$ cat src/sv/mm3_pkg.sv
// mm3_pkg: shared types, constants and mixing functions for the murmur3 x86_32 engine
// no dependencies
`timescale 1ns / 1ps

package mm3_pkg;

    typedef enum logic [1:0] {
        OP_INT  = 2'd0,
        OP_LONG = 2'd1,
        OP_COLL = 2'd2,
        OP_UNIT = 2'd3
    } op_t;

    typedef enum logic [2:0] {
        ST_IDLE,
        ST_K1,
        ST_K2,
        ST_MIX,
        ST_F1,
        ST_F2,
        ST_OUT
    } state_t;

    typedef struct packed {
        op_t         op;
        logic        zero;
        logic [63:0] value;
        logic [31:0] count;
        logic        last;
    } item_t;

    localparam int          ADDR_W   = 3;
    localparam logic        REG_SEED = 1'b0;

    localparam logic [31:0] C1       = 32'hcc9e2d51;
    localparam logic [31:0] C2       = 32'h1b873593;
    localparam logic [31:0] MIX_ADD  = 32'he6546b64;
    localparam logic [31:0] F1_MUL   = 32'h85ebca6b;
    localparam logic [31:0] F2_MUL   = 32'hc2b2ae35;
    localparam int          ROT_K    = 15;
    localparam int          ROT_H    = 13;
    localparam logic [31:0] LEN_INT  = 32'd4;
    localparam logic [31:0] LEN_LONG = 32'd8;

    function automatic logic [31:0] rotl(input logic [31:0] x, input int n);
        return (x << n) | (x >> (32 - n));
    endfunction

    // h = rotl(h ^ k, 13) * 5 + const, times five as shift and add
    function automatic logic [31:0] absorb(input logic [31:0] h, input logic [31:0] k);
        logic [31:0] t;
        t = rotl(h ^ k, ROT_H);
        return (t << 2) + t + MIX_ADD;
    endfunction

endpackage

$ cat src/sv/mm3_front.sv
// mm3_front: accepts items and classifies them into queue entries
// depends on mm3_pkg
`timescale 1ns / 1ps

module mm3_front
    import mm3_pkg::*;
(
    input  logic        in_valid,
    input  logic [1:0]  mode,
    input  logic [63:0] value,
    input  logic [31:0] count,
    input  logic        last,
    input  logic        q_full,
    output logic        in_stall,
    output logic        q_push,
    output item_t       q_item
);

    op_t op;

    assign op       = op_t'(mode);
    assign in_stall = q_full;
    assign q_push   = in_valid && !q_full;

    always_comb
    begin
        q_item.op    = op;
        q_item.value = value;
        q_item.count = count;
        q_item.last  = last;
        unique case (op)
            OP_INT:  q_item.zero = (value[31:0] == 32'd0);
            OP_LONG: q_item.zero = (value == 64'd0);
            default: q_item.zero = 1'b0;
        endcase
    end

endmodule

$ cat src/sv/mm3_queue.sv
// mm3_queue: short queue of classified items between front and core
// depends on mm3_pkg
`timescale 1ns / 1ps

module mm3_queue
    import mm3_pkg::*;
#(
    parameter int DEPTH = 2
)
(
    input  logic                       clk,
    input  logic                       rst_n,
    input  logic                       push,
    input  item_t                      push_item,
    input  logic                       pop,
    output item_t                      head,
    output logic                       full,
    output logic                       empty,
    output logic [$clog2(DEPTH+1)-1:0] count
);

    localparam int PW = (DEPTH > 1) ? $clog2(DEPTH) : 1;
    localparam int CW = $clog2(DEPTH + 1);

    item_t          mem [DEPTH];
    logic [PW-1:0]  wptr_reg, wptr_next;
    logic [PW-1:0]  rptr_reg, rptr_next;
    logic [CW-1:0]  cnt_reg, cnt_next;

    assign full  = (cnt_reg == CW'(DEPTH));
    assign empty = (cnt_reg == '0);
    assign count = cnt_reg;
    assign head  = mem[rptr_reg];

    always_comb
    begin
        wptr_next = wptr_reg;
        rptr_next = rptr_reg;
        cnt_next  = cnt_reg;
        if (push)
        begin
            wptr_next = (wptr_reg == PW'(DEPTH - 1)) ? '0 : wptr_reg + 1'b1;
        end
        if (pop)
        begin
            rptr_next = (rptr_reg == PW'(DEPTH - 1)) ? '0 : rptr_reg + 1'b1;
        end
        if (push && !pop)
        begin
            cnt_next = cnt_reg + 1'b1;
        end
        else if (pop && !push)
        begin
            cnt_next = cnt_reg - 1'b1;
        end
    end

    always_ff @(posedge clk)
    begin
        if (push)
        begin
            mem[wptr_reg] <= push_item;
        end
    end

    always_ff @(posedge clk or negedge rst_n)
    begin
        if (!rst_n)
        begin
            wptr_reg <= '0;
            rptr_reg <= '0;
            cnt_reg  <= '0;
        end
        else
        begin
            wptr_reg <= wptr_next;
            rptr_reg <= rptr_next;
            cnt_reg  <= cnt_next;
        end
    end

endmodule

$ cat src/sv/mm3_core.sv
// mm3_core: hash sequencer with one shared 32x32 multiplier, stream state and output register
// depends on mm3_pkg
`timescale 1ns / 1ps

module mm3_core
    import mm3_pkg::*;
(
    input  logic        clk,
    input  logic        rst_n,
    input  item_t       q_item,
    input  logic        q_empty,
    output logic        q_pop,
    input  logic [31:0] seed,
    output logic        out_valid,
    input  logic        out_stall,
    output logic [31:0] hash
);

    state_t      state_reg, state_next;
    logic [31:0] k_reg, k_next;
    logic [31:0] h_reg, h_next;
    logic [31:0] x_reg, x_next;
    logic [31:0] len_reg, len_next;
    logic [31:0] hi_reg, hi_next;
    logic        hi_pend_reg, hi_pend_next;
    logic        absorb_reg, absorb_next;
    logic        emit_reg, emit_next;
    logic [31:0] acc_reg, acc_next;
    logic [15:0] held_reg, held_next;
    logic        held_v_reg, held_v_next;
    logic [31:0] ucount_reg, ucount_next;
    logic        out_valid_reg, out_valid_next;
    logic [31:0] out_hash_reg, out_hash_next;

    logic        out_free;
    logic        unit_first;
    logic        held_eff;
    logic [31:0] base;
    logic [31:0] n_units;
    logic [15:0] unit;
    logic [31:0] mul_a, mul_b, product;
    logic [31:0] f1_in;
    logic [31:0] h_mix;

    assign out_free   = !out_valid_reg || !out_stall;
    assign q_pop      = (state_reg == ST_IDLE) && !q_empty;
    assign unit_first = (ucount_reg == 32'd0);
    assign held_eff   = held_v_reg && !unit_first;
    assign base       = unit_first ? seed : acc_reg;
    assign n_units    = ucount_reg + 32'd1;
    assign unit       = q_item.value[15:0];
    assign f1_in      = (h_reg ^ len_reg) ^ ((h_reg ^ len_reg) >> 16);
    assign h_mix      = absorb_reg ? absorb(h_reg, x_reg) : (h_reg ^ x_reg);
    assign out_valid  = out_valid_reg;
    assign hash       = out_hash_reg;

    // shared multiplier, low 32 bits of the product
    always_comb
    begin
        unique case (state_reg)
            ST_K1:
            begin
                mul_a = k_reg;
                mul_b = C1;
            end
            ST_K2:
            begin
                mul_a = rotl(x_reg, ROT_K);
                mul_b = C2;
            end
            ST_F1:
            begin
                mul_a = f1_in;
                mul_b = F1_MUL;
            end
            ST_F2:
            begin
                mul_a = x_reg ^ (x_reg >> 13);
                mul_b = F2_MUL;
            end
            default:
            begin
                mul_a = k_reg;
                mul_b = C1;
            end
        endcase
        product = mul_a * mul_b;
    end

    // next state
    always_comb
    begin
        state_next = state_reg;
        unique case (state_reg)
            ST_IDLE:
            begin
                if (q_pop)
                begin
                    unique case (q_item.op)
                        OP_INT, OP_LONG: state_next = q_item.zero ? ST_OUT : ST_K1;
                        OP_COLL:         state_next = ST_K1;
                        OP_UNIT:         state_next = (held_eff || q_item.last) ? ST_K1 : ST_IDLE;
                        default:         state_next = ST_IDLE;
                    endcase
                end
            end
            ST_K1:   state_next = ST_K2;
            ST_K2:   state_next = ST_MIX;
            ST_MIX:  state_next = hi_pend_reg ? ST_K1 : (emit_reg ? ST_F1 : ST_IDLE);
            ST_F1:   state_next = ST_F2;
            ST_F2:   state_next = ST_OUT;
            ST_OUT:  state_next = out_free ? ST_IDLE : ST_OUT;
            default: state_next = ST_IDLE;
        endcase
    end

    // datapath and outputs
    always_comb
    begin
        k_next         = k_reg;
        h_next         = h_reg;
        x_next         = x_reg;
        len_next       = len_reg;
        hi_next        = hi_reg;
        hi_pend_next   = hi_pend_reg;
        absorb_next    = absorb_reg;
        emit_next      = emit_reg;
        acc_next       = acc_reg;
        held_next      = held_reg;
        held_v_next    = held_v_reg;
        ucount_next    = ucount_reg;
        out_valid_next = out_valid_reg;
        out_hash_next  = out_hash_reg;

        if (out_valid_reg && !out_stall)
        begin
            out_valid_next = 1'b0;
        end

        unique case (state_reg)
            ST_IDLE:
            begin
                if (q_pop)
                begin
                    k_next       = q_item.value[31:0];
                    h_next       = seed;
                    hi_next      = q_item.value[63:32];
                    hi_pend_next = 1'b0;
                    absorb_next  = 1'b1;
                    emit_next    = 1'b1;
                    x_next       = 32'd0;
                    unique case (q_item.op)
                        OP_INT:  len_next = LEN_INT;
                        OP_LONG:
                        begin
                            len_next     = LEN_LONG;
                            hi_pend_next = 1'b1;
                        end
                        OP_COLL: len_next = q_item.count;
                        OP_UNIT:
                        begin
                            h_next      = base;
                            len_next    = {n_units[30:0], 1'b0};
                            ucount_next = q_item.last ? 32'd0 : n_units;
                            if (held_eff)
                            begin
                                k_next      = {unit, held_reg};
                                emit_next   = q_item.last;
                                held_next   = 16'd0;
                                held_v_next = 1'b0;
                            end
                            else if (q_item.last)
                            begin
                                k_next      = {16'd0, unit};
                                absorb_next = 1'b0;
                                held_next   = 16'd0;
                                held_v_next = 1'b0;
                            end
                            else
                            begin
                                held_next   = unit;
                                held_v_next = 1'b1;
                                acc_next    = base;
                            end
                        end
                        default: len_next = LEN_INT;
                    endcase
                end
            end
            ST_K1, ST_K2, ST_F1, ST_F2:
            begin
                x_next = product;
            end
            ST_MIX:
            begin
                h_next = h_mix;
                if (hi_pend_reg)
                begin
                    k_next       = hi_reg;
                    hi_pend_next = 1'b0;
                end
                else if (!emit_reg)
                begin
                    acc_next = h_mix;
                end
            end
            ST_OUT:
            begin
                if (out_free)
                begin
                    out_valid_next = 1'b1;
                    out_hash_next  = x_reg ^ (x_reg >> 16);
                end
            end
            default:
            begin
                x_next = x_reg;
            end
        endcase
    end

    always_ff @(posedge clk)
    begin
        k_reg        <= k_next;
        h_reg        <= h_next;
        x_reg        <= x_next;
        len_reg      <= len_next;
        hi_reg       <= hi_next;
        hi_pend_reg  <= hi_pend_next;
        absorb_reg   <= absorb_next;
        emit_reg     <= emit_next;
        out_hash_reg <= out_hash_next;
    end

    always_ff @(posedge clk or negedge rst_n)
    begin
        if (!rst_n)
        begin
            state_reg     <= ST_IDLE;
            acc_reg       <= 32'd0;
            held_reg      <= 16'd0;
            held_v_reg    <= 1'b0;
            ucount_reg    <= 32'd0;
            out_valid_reg <= 1'b0;
        end
        else
        begin
            state_reg     <= state_next;
            acc_reg       <= acc_next;
            held_reg      <= held_next;
            held_v_reg    <= held_v_next;
            ucount_reg    <= ucount_next;
            out_valid_reg <= out_valid_next;
        end
    end

endmodule

$ cat src/sv/murmur3_x86_32_hash_engine.sv
// murmur3_x86_32_hash_engine: top level with seed register, front, queue and core
// int, collection and closing stream items pass K1, K2, MIX, F1, F2 and OUT, long
// items pass K1, K2 and MIX twice first, zero int or long items go straight to OUT
// the core takes a new item only in IDLE, once the previous one is done (a held unit
// item stays in IDLE); the single shared multiplier serves K1, K2, F1, F2; output stalls hold OUT
// reset: rst_n asynchronous active low, clears queue, stream state and seed to zero
`timescale 1ns / 1ps

module murmur3_x86_32_hash_engine
    import mm3_pkg::*;
#(
    parameter int QUEUE_DEPTH = 2
)
(
    input  logic              clk,
    input  logic              rst_n,
    input  logic              in_valid,
    output logic              in_stall,
    input  logic [1:0]        mode,
    input  logic [63:0]       value,
    input  logic [31:0]       count,
    input  logic              last,
    output logic              out_valid,
    input  logic              out_stall,
    output logic [31:0]       hash,
    input  logic              psel,
    input  logic              penable,
    input  logic              pwrite,
    input  logic [ADDR_W-1:0] paddr,
    input  logic [31:0]       pwdata,
    output logic [31:0]       prdata,
    output logic              pready
);

    localparam int CW = $clog2(QUEUE_DEPTH + 1);

    logic [31:0] seed_reg, seed_next;
    logic        q_full, q_empty, q_push, q_pop;
    item_t       q_in, q_head;
    logic [CW-1:0] q_count;

    assign pready = 1'b1;

    always_comb
    begin
        seed_next = seed_reg;
        if (psel && penable && pwrite && (paddr[2] == REG_SEED))
        begin
            seed_next = pwdata;
        end
    end

    assign prdata = (paddr[2] == REG_SEED) ? seed_reg : 32'd0;

    always_ff @(posedge clk or negedge rst_n)
    begin
        if (!rst_n)
        begin
            seed_reg <= 32'd0;
        end
        else
        begin
            seed_reg <= seed_next;
        end
    end

    mm3_front u_front (
        .in_valid (in_valid),
        .mode     (mode),
        .value    (value),
        .count    (count),
        .last     (last),
        .q_full   (q_full),
        .in_stall (in_stall),
        .q_push   (q_push),
        .q_item   (q_in)
    );

    mm3_queue #(
        .DEPTH (QUEUE_DEPTH)
    ) u_queue (
        .clk       (clk),
        .rst_n     (rst_n),
        .push      (q_push),
        .push_item (q_in),
        .pop       (q_pop),
        .head      (q_head),
        .full      (q_full),
        .empty     (q_empty),
        .count     (q_count)
    );

    mm3_core u_core (
        .clk       (clk),
        .rst_n     (rst_n),
        .q_item    (q_head),
        .q_empty   (q_empty),
        .q_pop     (q_pop),
        .seed      (seed_reg),
        .out_valid (out_valid),
        .out_stall (out_stall),
        .hash      (hash)
    );

    a_pop_nonempty: assert property (@(posedge clk) disable iff (!rst_n)
        q_pop |-> (q_count != '0))
        else $error("queue popped while empty");

    a_push_count: assert property (@(posedge clk) disable iff (!rst_n)
        (q_push && !q_pop) |=> (q_count == $past(q_count) + 1'b1))
        else $error("queue count did not follow push");

    a_no_push_full: assert property (@(posedge clk) disable iff (!rst_n)
        (q_count == CW'(QUEUE_DEPTH)) |-> !q_push)
        else $error("queue pushed while full");

endmodule
$ cat config.mk
export PLATFORM = sky130hd
export DESIGN_NAME = murmur3_x86_32_hash_engine
export DESIGN_NICKNAME = d
export VERILOG_FILES = /design/src/sv/mm3_pkg.sv /design/src/sv/mm3_front.sv /design/src/sv/mm3_queue.sv /design/src/sv/mm3_core.sv /design/src/sv/murmur3_x86_32_hash_engine.sv
export SDC_FILE = /design/constraint.sdc
export NUM_CORES = 2
export LEC_CHECK = 0
export BUFFER_PORTS_ARGS = -buffer_cell sky130_fd_sc_hd__buf_2
export CAP_MARGIN = 20
export CORE_MARGIN = 8
export CORE_UTILIZATION = 25
export CTS_BUF_LIST = sky130_fd_sc_hd__clkbuf_16
export DETAILED_ROUTE_END_ITERATION = 10
export PLACE_DENSITY_LB_ADDON = 0.25
export SETUP_SLACK_MARGIN = 0.5
export SLEW_MARGIN = 20
export SYNTH_ARGS = -nofsm -noshare
export SYNTH_HDL_FRONTEND = slang
export SYNTH_SLANG_ARGS = --single-unit
$ cat constraint.sdc
create_clock -name clk -period 25.7 [get_ports clk]
set_input_delay 1.285 -clock clk [delete_from_list [all_inputs] [get_ports clk]]
set_output_delay 1.285 -clock clk [all_outputs]
set_load 0.05 [all_outputs]
# After elaboration in Yosys (flattened, before gate mapping)
# Memory sizes are Yosys's and may differ from the RTL's.
# Cells that the tools add are included.
[op_classes] addsub=7 n_mul=1 eq_ne=18 mux=50 bitwise=9 reduce_logical=39
[ops] op="$mux W32" n=18
[ops] op="$pmux W32 S2" n=4
[ops] op="$pmux W32 S3" n=2
[ops] op="$pmux W32 S4" n=1
[ops] op="$logic_not A32 Y1" n=2
[ops] op="$logic_not A64 Y1" n=1
[ops] op="$xor A32 B16 Y32" n=2
[ops] op="$xor A32 B32 Y32" n=2
[ops] op="$add A32 B1 Y32 const B" n=1
[ops] op="$add A32 B32 Y32" n=1
[ops] op="$add A32 B32 Y32 const B" n=1
[ops] op="$mul A32 B32 Y32" n=1
[ops] op="$mux W16" n=2
[ops] op="$or A32 B13 Y32" n=1
[ops] op="$or A32 B15 Y32" n=1
[ops] op="$xor A32 B19 Y32" n=1
[ops] op="$pmux W3 S7" n=1
[ops] op="$mux W3" n=5
[ops] op="$mux W1" n=12
[ops] op="$ne A2 B2 Y1 const B" n=6
[ops] op="$reduce_and A2 Y1" n=5
[ops] op="$eq A3 B3 Y1 const B" n=3
[ops] op="$logic_and A1 B1 Y1" n=9
[ops] op="$pmux W3 S3" n=1
[ops] op="20 further kinds" n=41
[totals] register_bits=316 ramBits=200 inputBits=141 n_memories=1
[memory_table] name="u_queue.mem" depth=2 word_bits=100 rd=1 rd_ports_with_merged_regs=0 wr=1 line_no="mm3_queue.sv:25" source="item_t mem [DEPTH];"

# Logic depth before layout (Yosys ltp)
[depth] word_depth=8 ltp_mapped=40

# Modules after synthesis
# From an unflattened synthesis, not the netlist that was laid out.
[unflattened] hier_cells=3799 area_unflattened_um2=40852.9
[by_module_without_submodules] module="mm3_core" instances=1 cells_per_inst=3243 area_per_inst_um2=30541.8 seq_area_each_um2=7982.7
[by_module_without_submodules] module="mm3_queue" instances=1 cells_per_inst=327 area_per_inst_um2=7852.5 seq_area_each_um2=6105.9
[by_module_without_submodules] module="murmur3_x86_32_hash_engine" instances=1 cells_per_inst=105 area_per_inst_um2=1554.0 seq_area_each_um2=800.8
[by_module_without_submodules] module="mm3_front" instances=1 cells_per_inst=124 area_per_inst_um2=904.6 seq_area_each_um2=0.0

# Least setup slack after synthesis
# Ideal clock, no wire load.
[synth_path] path_type="register -> register" from="register u_core.state_reg[0]" to="register u_core.x_reg[31], data pin" t_arrival_ns=8.202 required_time_ns=25.434 path_slack_ns=17.232 path_stages_with_launch=36 path_buffers=4 period_less_slack_ns=8.468 cell_sequence="dfrtp_1 buf_2 nor3b_2 buf_2 buf_2 nand2_1 inv_1 nor2_1 a31oi_1 nand2_1 fa_1 inv_1 fa_1 fa_1 inv_1 fa_1 inv_1 fa_1 inv_1 fa_1 inv_1 fa_1 fa_1 ha_1 clkbuf_1 a21o_1 a21oi_1 a21boi_0 o21ai_0 o21ai_1 a221oi_1 nand2b_1 a21oi_1 o21ai_0 xor2_1 nor2_1"
[synth_between] elab_chain_cells=4 elab_cells_between_ends=10
[synth_rtl] element="from (decl)" line_no="mm3_core.sv:19" source="state_t state_reg, state_next;"
[synth_rtl] element="from (signal assigned)" line_no="mm3_core.sv:248" source="state_reg <= state_next;"
[synth_rtl] element="$eq A3 B3 Y1 or $eq A3 B2 Y1 (tied branches)" line_no="mm3_core.sv:60, mm3_core.sv:140"
[synth_rtl] element="$pmux W32 S3" line_no="mm3_core.sv:60" source="unique case (state_reg)"
[synth_rtl] element="$mul A32 B32 Y32" line_no="mm3_core.sv:87" source="product = mul_a * mul_b;"
[synth_rtl] element="$pmux W32 S2 *" line_no="mm3_core.sv:140" source="unique case (state_reg)"
[synth_rtl] element="to (signal assigned)" line_no="mm3_core.sv:226" source="x_reg <= x_next;"
[synth_rtl] element="to (decl)" line_no="mm3_core.sv:22" source="logic [31:0] x_reg, x_next;"
# Every way passes the cells marked *; elsewhere a longest branch is shown, timed or not.
# A chain may end at the register's enable or synchronous reset.

# Worst setup path in the final report
[layout_path] from="register u_core.state_reg[2]" to="register u_core.x_reg[31], data pin"
# The elaborated chain is that of the path after synthesis.

==> summary.md <==
| Metric | Value |
|---|---|
| Cells on Worst Hold Path | `2` |
| DR iter-0 viols | `2548` |
| Vias post-DR | `27900` |
| Worst hold path type | `register to register` |
| R2r setup slk | `14.74 ns` |
| Status | `completed` |
| Hold_sp | `u_core.held_v_reg$_DFFE_PN0P_` |
| Post-synthesis sequential area ratio | `37.9%` |
| Crit path depth | `31` |
| CP endpoint kind | `register` |
| Hold EP | `u_core.held_v_reg$_DFFE_PN0P_` |
| Max-cap violations | `0` |
| Crit path max fanout | `43` |
| Clock Sinks | `516` |
| Yosys top cell by area | `edfxtp_1` |
| Hpwl dp | `114000 um` |
| Fraction of layout cells with a size suffix above 1 | `12.3%` |
| Number of synthesized flops with an enable pin | `395` |
| Area delta synth->final | `14.0%` |
| Top FF cell, synth | `edfxtp_1` |
| Pre-antenna DRT Iters | `6` |
| Fillers | `16400` |
| Most frequent cell after synthesis | `inv_1` |
| Initial antenna violation count | `6` |
| Port Buffers | `204` |
| Post-CTS resize count | `0` |
| Drc violations | `0` |
| Highest Clock Rate | `91.3 MHz` |
| Max reg flops | `200` |
| Critical path class | `register to register` |
| First-pass GRT wire length | `206000 um` |
| Top-area cell type share of the netlist area | `30.2%` |
| # rows | `145` |
| Slew headroom | `24.7%` |
| Reg2reg end | `u_core.x_reg[31]$_SDFFCE_PN0P_` |
| Fin crit period | `10.96 ns` |
| Clock buffer depth | `3` |
| Setup violators final | `0` |
| Die span in y | `412 um` |
| Slowest CP cell | `nor2_1` |
| Buffers & Inverters on Critical Path | `7` |
| Total track usage | `16.7%` |
| Die Width | `412 um` |
| Initial Util | `25.1%` |
| CP arrival | `11.34 ns` |
| Delay-heaviest family, CP | `adder cells` |
| Setup_tns | `0 ns` |
| Largest Register | `u_queue.mem` |
| Fin Hold WS | `0.471 ns` |
| Post-Syn Instances | `3714` |
| Post-synth cell types | `77` |
| Buffer count from post-CTS setup fixing | `0` |
| Synth Register Bits | `516` |
| Reg2reg start | `u_core.state_reg[2]$_DFFE_PN0P_` |
| Clock-pin slew on the worst setup and hold paths | `0.07 ns` |
| Top-level I/O count | `208` |
| H-tree levels | `2` |
| Synth top area cells | `edfxtp_1 (30%), fa_1 (20%), dfrtp_1 (7.7%), ha_1 (6.2%), inv_1 (5.7%)` |
| Post-Syn Nets | `4444` |
| TritonCTS buffer count | `57` |
| Congestion Overflow GR | `0` |
| Mean post-synth cell area | `10.6 um^2` |
| Largest net degree at the start of global routing | `74` |
| Die ar. | `0.170 mm^2` |
| WL/cell | `24.0 um` |
| Crit share post-route | `42.6%` |
| Slew Viols, Final | `0` |
| Largest stage delay, worst path | `0.62 ns` |
| Synthesized cell area | `0.0393 mm^2` |
| Async SR Flop Fraction | `23.4%` |
| RSZ-0062 raised after global routing | `false` |
| CP most frequent cell | `fa_1` |
| R2R depth | `31` |
| Vias per std cell | `4.65` |
| Skew final | `0.0699 ns` |
| Final Hold Violating Endpoints | `0` |
| Root Buffer | `clkbuf_16` |
| Layout net count | `4616` |
| Final GP Congestion | `0.981` |
| Worst Tran Pin Value | `1.13 ns` |
| Yosys warns | `0` |
| Clock Latency Late Sink | `0.71 ns` |
| DRT Wirelength | `144000 um` |
| Post-route ant nets | `0` |
| CTS tree | `yes` |
| CTS Hold Buffers Added | `0` |
| Top cells by count, synth | `inv_1 (595), edfxtp_1 (395), fa_1 (394)` |
| Vias in the first global route | `28600` |
| Core area | `0.156 mm^2` |
| CP required | `26.08 ns` |
| CP Launch Type | `register` |
## worst max-delay path by stage
stage                                           endpoint                       startpoint  slack, ns
final                     u_core.x_reg[31]$_SDFFCE_PN0P_  u_core.state_reg[2]$_DFFE_PN0P_      14.74
after global routing      u_core.x_reg[31]$_SDFFCE_PN0P_  u_core.state_reg[2]$_DFFE_PN0P_      14.43
after CTS                 u_core.x_reg[31]$_SDFFCE_PN0P_  u_core.state_reg[2]$_DFFE_PN0P_      14.78
after detailed placement  u_core.x_reg[31]$_SDFFCE_PN0P_  u_core.state_reg[2]$_DFFE_PN0P_      14.85
after global placement    u_core.x_reg[31]$_SDFFCE_PN0P_  u_core.state_reg[2]$_DFFE_PN0P_      14.86
after floorplan           u_core.x_reg[31]$_SDFFCE_PN0P_  u_core.state_reg[0]$_DFFE_PN0P_      17.23
## worst register-to-register path, delay by kind of cell (launching register included)
kind | cells | cell delay, ns
AND/OR/NAND/NOR | 7 | 2.31
adder cells (fa/ha/maj) | 9 | 3.89
XOR/XNOR | 1 | 0.16
flip-flops | 1 | 0.60
buffers and inverters | 7 | 1.48
AO/OA/AOI/OAI | 7 | 2.21
## through the flow
stage	area (um^2)	setup WS [ns]	utilization [%]	std cells
detailed placement	42900	14.85	27.4	5885
floorplan	39300	17.23	-	3714
CTS	44700	14.78	28.6	5992
finish	44800	14.74	28.6	5993
global route	44700	14.43	28.6	5992
global placement	42900	14.86	27.4	5885
## logic make-up (layout without fill, tap and decap cells)
logic type	Yosys count	in the layout	share of synthesized area [%]
compound gates	549	549	8.65
buf+inv	765	985	7.38
other cells	1	2	0.00955
flops	516	516	37.9
mux	150	150	4.10
xor+xnor	243	243	5.49
fa+ha+maj	589	589	26.3
simple gates	901	901	10.2
## area by class of cell
| type | instances | area (um^2) | share of cell area, % |
|---|---|---|---|
| multi-input cells | 2433 | 21600 | 48.2 |
| diodes | 1 | 2.50 | 0.00559 |
| repair buffers | 278 | 1580 | 3.54 |
| clock buffers | 58 | 1450 | 3.24 |
| well taps | 2058 | 2570 | 5.75 |
| inverters | 600 | 2250 | 5.03 |
| clock inverters | 49 | 420 | 0.939 |
| flip-flops and latches | 516 | 14900 | 33.3 |
## layer usage
layer,track usage (%),wire length (um)
met1,23.2,65500
met2,25.9,63300
met3,3.64,10200
met4,5.12,5090
met5,0,0
## placed cells by master, fill, tap and decap left out, drive strengths merged, types with 5 or more instances in the layout
cell type  count
inv          620
nor4          25
o22ai         19
a211oi        50
nor2b         51
nand3         44
and3          29
fa           394
clkinv        23
o211ai         6
mux2i         62
buf          278
o31ai         12
a21oi        127
ha           195
a31oi         55
a22oi         11
a21o          33
o21a          15
dfrtp        121
or2            6
nor3b          5
mux2          88
xnor2        144
nand2b        22
o21bai         9
clkbuf        58
nand4         12
a221oi         8
edfxtp       395
nor3          24
o21ai        158
a22o          10
nand2        321
xor2          97
and2          19
nor2         327
Power is left out: the tool's default activity adds up to more than one toggle a clock period on the data nets, which glitch-free logic cannot reach.
